<file path="src/hw/rtl/mrd_pkg.sv">
// Types and constants shared by the modem response deframer files.
// No dependencies.
package mrd_pkg;

   localparam int unsigned RX_BYTE_W  = 8;
   localparam int unsigned KIND_W     = 4;
   localparam int unsigned TOTAL_W    = 17;
   localparam int unsigned LENGTH_W   = 16;
   localparam int unsigned TYPE_W     = 7;
   localparam int unsigned CSR_ADDR_W = 3;
   localparam int unsigned CSR_DATA_W = 32;

   localparam logic [LENGTH_W-1:0]  LENGTH_LIMIT_RESET = 16'd100;
   localparam logic [TOTAL_W-1:0]   HDR_BYTES          = 17'd5;
   localparam logic [RX_BYTE_W-1:0] NAK_CODE           = 8'h15;

   // frame byte positions
   localparam logic [TOTAL_W-1:0] POS_START   = 17'd0;
   localparam logic [TOTAL_W-1:0] POS_LEN_LO  = 17'd1;
   localparam logic [TOTAL_W-1:0] POS_LEN_HI  = 17'd2;
   localparam logic [TOTAL_W-1:0] POS_TYPE    = 17'd3;
   localparam logic [TOTAL_W-1:0] POS_FLAGS   = 17'd4;
   localparam logic [TOTAL_W-1:0] POS_STATUS  = 17'd5;
   localparam logic [TOTAL_W-1:0] POS_SPACE   = 17'd8;
   localparam logic [TOTAL_W-1:0] POS_USED    = 17'd9;
   localparam logic [TOTAL_W-1:0] PAYLOAD_OFS = 17'd4;

   // register index, taken from paddr[2]
   localparam logic REG_LENGTH_LIMIT = 1'b0;

   typedef enum logic [KIND_W-1:0] {
      KIND_STATUS   = 4'd0,
      KIND_VERSION  = 4'd1,
      KIND_SERIAL   = 4'd2,
      KIND_GETCFG   = 4'd3,
      KIND_SETCFG   = 4'd4,
      KIND_PREAMBLE = 4'd5,
      KIND_START    = 4'd6,
      KIND_HEADER   = 4'd7,
      KIND_SYNC     = 4'd8,
      KIND_DATA     = 4'd9,
      KIND_EOT      = 4'd10,
      KIND_LOST     = 4'd11,
      KIND_TESTMODE = 4'd12,
      KIND_UNKNOWN  = 4'd13,
      KIND_LENERR   = 4'd14
   } kind_type;

   localparam logic [TYPE_W-1:0] TYPE_BASE     = 7'h10;
   localparam logic [TYPE_W-1:0] TYPE_LAST     = 7'h1B;
   localparam logic [TYPE_W-1:0] TYPE_TESTMODE = 7'h1F;

   typedef struct packed {
      kind_type               kind;
      logic [TOTAL_W-1:0]     total_length;
      logic [RX_BYTE_W-1:0]   first_payload;
      logic                   nak_seen;
      logic                   header_good;
      logic                   tx_enabled;
      logic                   checksum_on;
      logic                   transmitting;
      logic [RX_BYTE_W-1:0]   tx_space;
      logic [RX_BYTE_W-1:0]   free_slots;
   } rsp_type;

   // Dense code for a type byte with its response bit already masked.
   function automatic kind_type map_kind(input logic [TYPE_W-1:0] t);
      kind_type k;
      if (t >= TYPE_BASE && t <= TYPE_LAST) begin
         k = kind_type'(t[KIND_W-1:0]);
      end else if (t == TYPE_TESTMODE) begin
         k = KIND_TESTMODE;
      end else begin
         k = KIND_UNKNOWN;
      end
      return k;
   endfunction

endpackage

</file>
<file path="src/hw/rtl/mrd_channels_if.sv">
// Valid/ready channel interfaces for the modem response deframer.
// Depends on mrd_pkg for field widths.
interface mrd_req_if;
   import mrd_pkg::*;
   logic                 valid;
   logic                 ready;
   logic [RX_BYTE_W-1:0] rx_byte;

   modport source (output valid, output rx_byte, input ready);
   modport sink (input valid, input rx_byte, output ready);
endinterface

interface mrd_rsp_if;
   import mrd_pkg::*;
   logic                 valid;
   logic                 ready;
   logic [KIND_W-1:0]    kind;
   logic [TOTAL_W-1:0]   total_length;
   logic [RX_BYTE_W-1:0] first_payload;
   logic                 nak_seen;
   logic                 header_good;
   logic                 tx_enabled;
   logic                 checksum_on;
   logic                 transmitting;
   logic [RX_BYTE_W-1:0] tx_space;
   logic [RX_BYTE_W-1:0] free_slots;

   modport source (output valid, output kind, output total_length, output first_payload,
                   output nak_seen, output header_good, output tx_enabled,
                   output checksum_on, output transmitting, output tx_space,
                   output free_slots, input ready);
   modport sink (input valid, input kind, input total_length, input first_payload,
                 input nak_seen, input header_good, input tx_enabled,
                 input checksum_on, input transmitting, input tx_space,
                 input free_slots, output ready);
endinterface

</file>
<file path="src/hw/rtl/modem_response_deframer.sv">
// Modem response deframer: cuts a received byte stream into response frames.
// Depends on mrd_pkg and the channel interfaces in mrd_channels_if.sv.
//
// req_ch carries one received byte per item. A frame is a start byte, a
// little-endian 16-bit length, a type byte and then length plus one
// further bytes. rsp_ch carries one item per frame, decoded from the type
// and the payload bytes at frame positions 4, 5, 8 and 9. A declared length
// at or above length_limit (csr register 0, byte address 0) ends the frame
// at the first payload byte with a length error item.
// Throughput: one byte per cycle while the receiver takes results. A byte
// is held in the input register; the frame logic then loads the result
// register, which drives rsp_ch.
// When the receiver stalls, the result register holds its item and the input
// register keeps taking bytes until it too is full; req_ch.ready then drops.
// Reset (synchronous) empties both registers, waits for a start byte and
// sets length_limit to 100.
module modem_response_deframer (
   input  logic                           clock,
   input  logic                           reset,
   mrd_req_if.sink                        req_ch,
   mrd_rsp_if.source                      rsp_ch,
   input  logic                           csr_psel,
   input  logic                           csr_penable,
   input  logic                           csr_pwrite,
   input  logic [mrd_pkg::CSR_ADDR_W-1:0] csr_paddr,
   input  logic [mrd_pkg::CSR_DATA_W-1:0] csr_pwdata,
   output logic [mrd_pkg::CSR_DATA_W-1:0] csr_prdata,
   output logic                           csr_pready
);
   import mrd_pkg::*;

   logic                 in_valid_ff, in_valid_in;
   logic [RX_BYTE_W-1:0] in_byte_ff, in_byte_in;
   logic [TOTAL_W-1:0]   pos_ff, pos_in;
   logic [LENGTH_W-1:0]  dlen_ff, dlen_in;
   logic [TYPE_W-1:0]    type_ff, type_in;
   logic [RX_BYTE_W-1:0] cap_ff [4];
   logic [RX_BYTE_W-1:0] cap_in [4];
   logic [LENGTH_W-1:0]  limit_ff, limit_in;
   logic                 out_valid_ff, out_valid_in;
   rsp_type              out_ff, out_in;

   logic                 advance, fire, emit, lenerr, frame_end, csr_write;
   logic [TOTAL_W-1:0]   total;
   rsp_type              res;

   assign advance   = !out_valid_ff || rsp_ch.ready;
   assign fire      = in_valid_ff && advance;
   assign req_ch.ready = !in_valid_ff || advance;

   assign csr_pready = 1'b1;
   assign csr_write  = csr_psel && csr_penable && csr_pwrite
                       && (csr_paddr[2] == REG_LENGTH_LIMIT);
   assign csr_prdata = (csr_paddr[2] == REG_LENGTH_LIMIT)
                       ? {{(CSR_DATA_W-LENGTH_W){1'b0}}, limit_ff} : '0;

   assign total     = {1'b0, dlen_ff} + HDR_BYTES;
   assign lenerr    = (pos_ff == POS_FLAGS) && (dlen_ff >= limit_ff);
   assign frame_end = pos_ff >= ({1'b0, dlen_ff} + PAYLOAD_OFS);

   always_comb begin
      pos_in  = pos_ff;
      dlen_in = dlen_ff;
      type_in = type_ff;
      cap_in  = cap_ff;
      emit    = 1'b0;
      res     = '0;
      res.kind = KIND_LENERR;

      if (pos_ff == POS_START) begin
         cap_in = '{default: '0};
         pos_in = POS_LEN_LO;
      end else if (pos_ff == POS_LEN_LO) begin
         dlen_in = {{(LENGTH_W-RX_BYTE_W){1'b0}}, in_byte_ff};
         pos_in  = POS_LEN_HI;
      end else if (pos_ff == POS_LEN_HI) begin
         dlen_in = {in_byte_ff, dlen_ff[RX_BYTE_W-1:0]};
         pos_in  = POS_TYPE;
      end else if (pos_ff == POS_TYPE) begin
         type_in = in_byte_ff[TYPE_W-1:0];
         pos_in  = POS_FLAGS;
      end else begin
         if (pos_ff == POS_FLAGS)  cap_in[0] = in_byte_ff;
         if (pos_ff == POS_STATUS) cap_in[1] = in_byte_ff;
         if (pos_ff == POS_SPACE)  cap_in[2] = in_byte_ff;
         if (pos_ff == POS_USED)   cap_in[3] = in_byte_ff;

         if (lenerr) begin
            // abort frame: only kind and length are reported
            emit = 1'b1;
            res.total_length = total;
            pos_in = POS_START;
         end else if (!frame_end) begin
            pos_in = pos_ff + 17'd1;
         end else begin
            emit   = 1'b1;
            pos_in = POS_START;
            res.kind          = map_kind(type_ff);
            res.total_length  = total;
            res.first_payload = cap_in[0];
            if (res.kind == KIND_HEADER || res.kind == KIND_DATA) begin
               res.nak_seen    = (total == (HDR_BYTES + 17'd2)) && (cap_in[0] == NAK_CODE);
               res.header_good = !cap_in[1][7];
            end
            if (res.kind == KIND_STATUS) begin
               res.tx_enabled   = cap_in[0][1];
               res.checksum_on  = cap_in[0][3];
               res.transmitting = cap_in[1][1];
               res.tx_space     = cap_in[2];
               res.free_slots   = (cap_in[2] >= cap_in[3]) ? (cap_in[2] - cap_in[3]) : '0;
            end
         end
      end
   end

   always_comb begin
      in_valid_in = in_valid_ff;
      in_byte_in  = in_byte_ff;
      if (req_ch.ready) begin
         in_valid_in = req_ch.valid;
         in_byte_in  = req_ch.rx_byte;
      end

      out_valid_in = out_valid_ff;
      out_in       = out_ff;
      if (fire && emit) begin
         out_valid_in = 1'b1;
         out_in       = res;
      end else if (rsp_ch.ready) begin
         out_valid_in = 1'b0;
      end

      limit_in = csr_write ? csr_pwdata[LENGTH_W-1:0] : limit_ff;
   end

   always_ff @(posedge clock) begin
      in_byte_ff <= in_byte_in;
      out_ff     <= out_in;
      if (reset) begin
         in_valid_ff  <= 1'b0;
         out_valid_ff <= 1'b0;
         pos_ff       <= POS_START;
         dlen_ff      <= '0;
         type_ff      <= '0;
         cap_ff       <= '{default: '0};
         limit_ff     <= LENGTH_LIMIT_RESET;
      end else begin
         in_valid_ff  <= in_valid_in;
         out_valid_ff <= out_valid_in;
         limit_ff     <= limit_in;
         if (fire) begin
            pos_ff  <= pos_in;
            dlen_ff <= dlen_in;
            type_ff <= type_in;
            cap_ff  <= cap_in;
         end
      end
   end

   assign rsp_ch.valid         = out_valid_ff;
   assign rsp_ch.kind          = out_ff.kind;
   assign rsp_ch.total_length  = out_ff.total_length;
   assign rsp_ch.first_payload = out_ff.first_payload;
   assign rsp_ch.nak_seen      = out_ff.nak_seen;
   assign rsp_ch.header_good   = out_ff.header_good;
   assign rsp_ch.tx_enabled    = out_ff.tx_enabled;
   assign rsp_ch.checksum_on   = out_ff.checksum_on;
   assign rsp_ch.transmitting  = out_ff.transmitting;
   assign rsp_ch.tx_space      = out_ff.tx_space;
   assign rsp_ch.free_slots    = out_ff.free_slots;

endmodule

</file>
<file path="src/flat_wrapper.sv">
// flat-port wrapper written by rule: the top's interface ports become plain ports
module modem_response_deframer_flat import mrd_pkg::*;
  (clock, reset, csr_psel, csr_penable, csr_pwrite, csr_paddr, csr_pwdata, csr_prdata, csr_pready, req_ch_valid, req_ch_rx_byte, req_ch_ready, rsp_ch_valid, rsp_ch_kind, rsp_ch_total_length, rsp_ch_first_payload, rsp_ch_nak_seen, rsp_ch_header_good, rsp_ch_tx_enabled, rsp_ch_checksum_on, rsp_ch_transmitting, rsp_ch_tx_space, rsp_ch_free_slots, rsp_ch_ready);
  mrd_req_if req_ch_i ();
  mrd_rsp_if rsp_ch_i ();
  input  logic clock;
  input  logic reset;
  input  logic csr_psel;
  input  logic csr_penable;
  input  logic csr_pwrite;
  input  logic [mrd_pkg::CSR_ADDR_W-1:0] csr_paddr;
  input  logic [mrd_pkg::CSR_DATA_W-1:0] csr_pwdata;
  output logic [mrd_pkg::CSR_DATA_W-1:0] csr_prdata;
  output logic csr_pready;
  input wire logic [$bits(req_ch_i.valid)-1:0] req_ch_valid;
  input wire logic [$bits(req_ch_i.rx_byte)-1:0] req_ch_rx_byte;
  output wire logic [$bits(req_ch_i.ready)-1:0] req_ch_ready;
  output wire logic [$bits(rsp_ch_i.valid)-1:0] rsp_ch_valid;
  output wire logic [$bits(rsp_ch_i.kind)-1:0] rsp_ch_kind;
  output wire logic [$bits(rsp_ch_i.total_length)-1:0] rsp_ch_total_length;
  output wire logic [$bits(rsp_ch_i.first_payload)-1:0] rsp_ch_first_payload;
  output wire logic [$bits(rsp_ch_i.nak_seen)-1:0] rsp_ch_nak_seen;
  output wire logic [$bits(rsp_ch_i.header_good)-1:0] rsp_ch_header_good;
  output wire logic [$bits(rsp_ch_i.tx_enabled)-1:0] rsp_ch_tx_enabled;
  output wire logic [$bits(rsp_ch_i.checksum_on)-1:0] rsp_ch_checksum_on;
  output wire logic [$bits(rsp_ch_i.transmitting)-1:0] rsp_ch_transmitting;
  output wire logic [$bits(rsp_ch_i.tx_space)-1:0] rsp_ch_tx_space;
  output wire logic [$bits(rsp_ch_i.free_slots)-1:0] rsp_ch_free_slots;
  input wire logic [$bits(rsp_ch_i.ready)-1:0] rsp_ch_ready;
  assign req_ch_i.valid = req_ch_valid;
  assign req_ch_i.rx_byte = req_ch_rx_byte;
  assign req_ch_ready = req_ch_i.ready;
  assign rsp_ch_valid = rsp_ch_i.valid;
  assign rsp_ch_kind = rsp_ch_i.kind;
  assign rsp_ch_total_length = rsp_ch_i.total_length;
  assign rsp_ch_first_payload = rsp_ch_i.first_payload;
  assign rsp_ch_nak_seen = rsp_ch_i.nak_seen;
  assign rsp_ch_header_good = rsp_ch_i.header_good;
  assign rsp_ch_tx_enabled = rsp_ch_i.tx_enabled;
  assign rsp_ch_checksum_on = rsp_ch_i.checksum_on;
  assign rsp_ch_transmitting = rsp_ch_i.transmitting;
  assign rsp_ch_tx_space = rsp_ch_i.tx_space;
  assign rsp_ch_free_slots = rsp_ch_i.free_slots;
  assign rsp_ch_i.ready = rsp_ch_ready;
  modem_response_deframer u_core (.clock(clock), .reset(reset), .req_ch(req_ch_i), .rsp_ch(rsp_ch_i), .csr_psel(csr_psel), .csr_penable(csr_penable), .csr_pwrite(csr_pwrite), .csr_paddr(csr_paddr), .csr_pwdata(csr_pwdata), .csr_prdata(csr_prdata), .csr_pready(csr_pready));
endmodule
</file>
<file path="config.mk">
export PLATFORM = sky130hd
export DESIGN_NAME = modem_response_deframer_flat
export DESIGN_NICKNAME = d
export VERILOG_FILES = /design/src/hw/rtl/mrd_pkg.sv /design/src/hw/rtl/mrd_channels_if.sv /design/src/hw/rtl/modem_response_deframer.sv /design/src/flat_wrapper.sv
export SDC_FILE = /design/constraint.sdc
export NUM_CORES = 1
export LEC_CHECK = 0
export ABC_AREA = 1
export BUFFER_PORTS_ARGS = -buffer_cell sky130_fd_sc_hd__buf_2
export CAP_MARGIN = 20
export CORE_UTILIZATION = 62
export DETAILED_ROUTE_END_ITERATION = 8
export HOLD_SLACK_MARGIN = 0.03
export PLACE_DENSITY = 0.85
export SYNTH_ARGS = -nofsm -noshare
export SYNTH_HDL_FRONTEND = slang
export SYNTH_SLANG_ARGS = --single-unit
export TNS_END_PERCENT = 20
</file>
<file path="constraint.sdc">
create_clock -name clock -period 8.8 [get_ports clock]
set_input_delay 1.32 -clock clock [delete_from_list [all_inputs] [get_ports clock]]
set_output_delay 1.32 -clock clock [all_outputs]
set_load 0.05 [all_outputs]
</file>
==> impl_metrics.ini <==
[status]
status = completed

[worst_setup_path]
end_kind = register
critPathKind = reg2reg
cp.required_ps = 8850
startpoint_type = register
cp.arrival_ps = 4260
crit_fanout = 50

[power_and_ir_drop]
leakagePower_nw = 3.91
pwr-share-comb_pct = 5.8
p_clk_share_pct = 48.7
power_frac_seq_pct = 45.5
p_int_mw = 1.18
power_density_mw_per_mm2 = 163
ir_drop_uv = 167
p_sw_share_pct = 22.6
p_switching_uw = 344

[timing]
worstMarginPinSlew_ps = 1020
period_share_pct = 47.9
fin_tns_setup_ps = 0
finalMaxSlewViolations = 0
clock_skew_ps = 5.93
rsz0062_at_grt = no
relSlewSlack_pct = 32.2
finalCriticalPeriod_ps = 4210
setup_viol = 0
hold_violations = 0
max_clock_freq_mhz = 237

[synth]
synthDistinctLibCells = 43
synthArstFlopShare_pct = 0
syn_inst = 1063
ys_ff_latch = 142
synth_edf_count = 58
ys_dominant_reg_cell = dfxtp_1
yosys_warnings = 0
yosysSeqAreaShare_pct = 41.3
synthesis.area_mm2 = 0.00829
avgSynthCellArea_um2 = 7.80

[global_route]
grt_max_degree = 63
grt_pass1_vias = 6590
grt_use_met1_pct = 38.2
grt_pass1_wl_mm = 31.3
grt-ovfl-total = 0
grt_usage_pct = 28.4
top_usage_layer = met2
grtUsageMet3_pct = 6.01
antenna_found_initial = 0
grt_util_met2_pct = 44.3

[routing]
detail-route-antenna-nets = 0
dr.pass1.iters = 5
drc = 0
routed_wl_mm = 19.4
num_vias = 7361
dr.first_iter.drc_count = 664
wire_per_inst_um = 14.6
viasPerCell = 5.53

[place]
dp.cells = 1300
place_hpwl_mm = 13.9
io_buffers = 99
globalplace.congestion = 0.952
dpl_cell_area_mm2 = 0.00874

[cts]
cts_buffers = 17
postCtsResizedCells = 0
hold_buffers = 0
insertion_delay_ps = 440
cts-root-buf = clkbuf_16
cts_tree = built
htree_levels = 4
ctsLongestPathBuffers = 2
numClockSinks = 142
cts_setup_buffers = 0
clk_pin_slew_worst_paths_ps = 50

[finish]
fin_area_mm2 = 0.00935
diodes = 0
n_fill_cell = 1022
utilization_pct = 72.9
drive_above_1_share_pct = 14.2
final_common_cell = nand2_1
syn2layout_area_growth_pct = 12.8
mostFrequentLayoutCells = nand2_1, inv_1, nor2_1
layout.nets = 1247
finalNonFillerCells = 1331

[floorplanning]
num_rows = 41
die_area_mm2 = 0.0138
start_util_pct = 64.6
io_pins = 135
die_y_um = 118
die_w_um = 118
core_area_mm2 = 0.0128

[hold_path]
holdCritPathClass = reg2reg

[job]
drv_cap = 0
-- cell families (layout without fill, tap and decap cells) --
group / after synthesis / after routing / synth area share [%]
and+or+nand+nor: 472 / 472 / 25.7
buffers and inverters: 191 / 272 / 10.3
AOI/OAI and AO/OA: 171 / 171 / 11.2
DFF: 142 / 142 / 41.3
adders and majority gates: 50 / 50 / 7.64
xor gates and xnor gates: 34 / 34 / 3.59
other: 2 / 17 / 0.0906
muxes: 1 / 1 / 0.136
-- area by class of cell --
class | instances | area, µm² | area share, %
Multi-Input combinational cell | 745 | 4070 | 43.5
Timing Repair Buffer | 101 | 510 | 5.46
Clock buffer | 21 | 440 | 4.71
Inverter | 140 | 526 | 5.62
Sequential cell | 142 | 3420 | 36.6
Clock inverter | 10 | 165 | 1.77
Tap cell | 172 | 215 | 2.30
-- flip-flops by register name, indices dropped and copies added (netlist names) --
signal	count
u_core.rsp_ch.first_payload	8
u_core.type_ff	7
u_core.rsp_ch.kind	4
u_core.pos_ff	17
u_core.rsp_ch.valid	1
u_core.cap_ff	26
u_core.rsp_ch.tx_enabled	1
u_core.in_valid_ff	1
u_core.rsp_ch.tx_space	8
u_core.rsp_ch.header_good	1
u_core.rsp_ch.nak_seen	1
u_core.rsp_ch.checksum_on	1
u_core.dlen_ff	16
u_core.limit_ff	16
u_core.rsp_ch.transmitting	1
u_core.in_byte_ff	8
u_core.rsp_ch.free_slots	8
u_core.rsp_ch.total_length	17
-- cell usage after synthesis, types with 8 or more instances --
cell type / instances / area share, %
a211oi_1: 14 / 1.3
a21oi_1: 96 / 5.8
buf_4: 20 / 1.8
clkbuf_1: 18 / 0.82
dfxtp_1: 84 / 20
edfxtp_1: 58 / 21
ha_1: 49 / 7.4
inv_1: 136 / 6.2
nand2_1: 226 / 10
nand3_1: 51 / 3.1
nand4_1: 24 / 1.8
nor2_1: 116 / 5.3
nor2_4: 13 / 1.8
nor3_1: 18 / 1.1
o21ai_0: 46 / 2.8
xnor2_1: 8 / 0.85
xor2_1: 26 / 2.7
-- worst max-delay path, stage by stage, from the launching register on --
cell and delay, ps:
dfxtp_1 480, nand2_1 140, inv_1 120, nand2_1 90, nor2_1 280, nand3_1 190
nor2_1 170, xor2_1 220, inv_1 70, ha_1 270, nand2_1 100, nor4_2 450
a21oi_4 220, nand2_2 130, nand2_1 90, inv_2 760
-- power by group through the flow --
stage	sequential (mW)	combinational (mW)	clock [mW]
after floorplan	0.704	0.0732	0
after global placement	0.706	0.0858	0
after detailed placement	0.706	0.0871	0
after CTS	0.692	0.0879	0.741
after global routing	0.693	0.0966	0.772
final	0.692	0.0887	0.742
-- per-stage QoR --
step / worst slack (ps) / hold WS [ps] / power [mW]
after CTS: 4620 / 453 / 1.52
after detailed placement: 4470 / 446 / 0.793
after floorplan: 5070 / 424 / 0.777
after global placement: 4450 / 436 / 0.792
final: 4590 / 454 / 1.52
after global routing: 4310 / 472 / 1.56
-- path summary, 6_finish.rpt --
path	start	to	slack [ps]	cells after the start
setup / recovery	u_core.dlen_ff[3]	u_core.rsp_ch.total_length[15]	4590	15
hold reg to reg	u_core.type_ff[6]	u_core.type_ff[6]	450	2
hold / removal	u_core.type_ff[6]	u_core.type_ff[6]	450	2
setup reg to reg	u_core.dlen_ff[3]	u_core.rsp_ch.total_length[15]	4590	15
-- routing by layer --
layer	wire length, µm	vias to the layer above
met4	496	0
li1	-	3620
met3	1790	43
met1	8250	3347
met5	0	-
met2	8870	351
(Power assumes the default switching activity.)
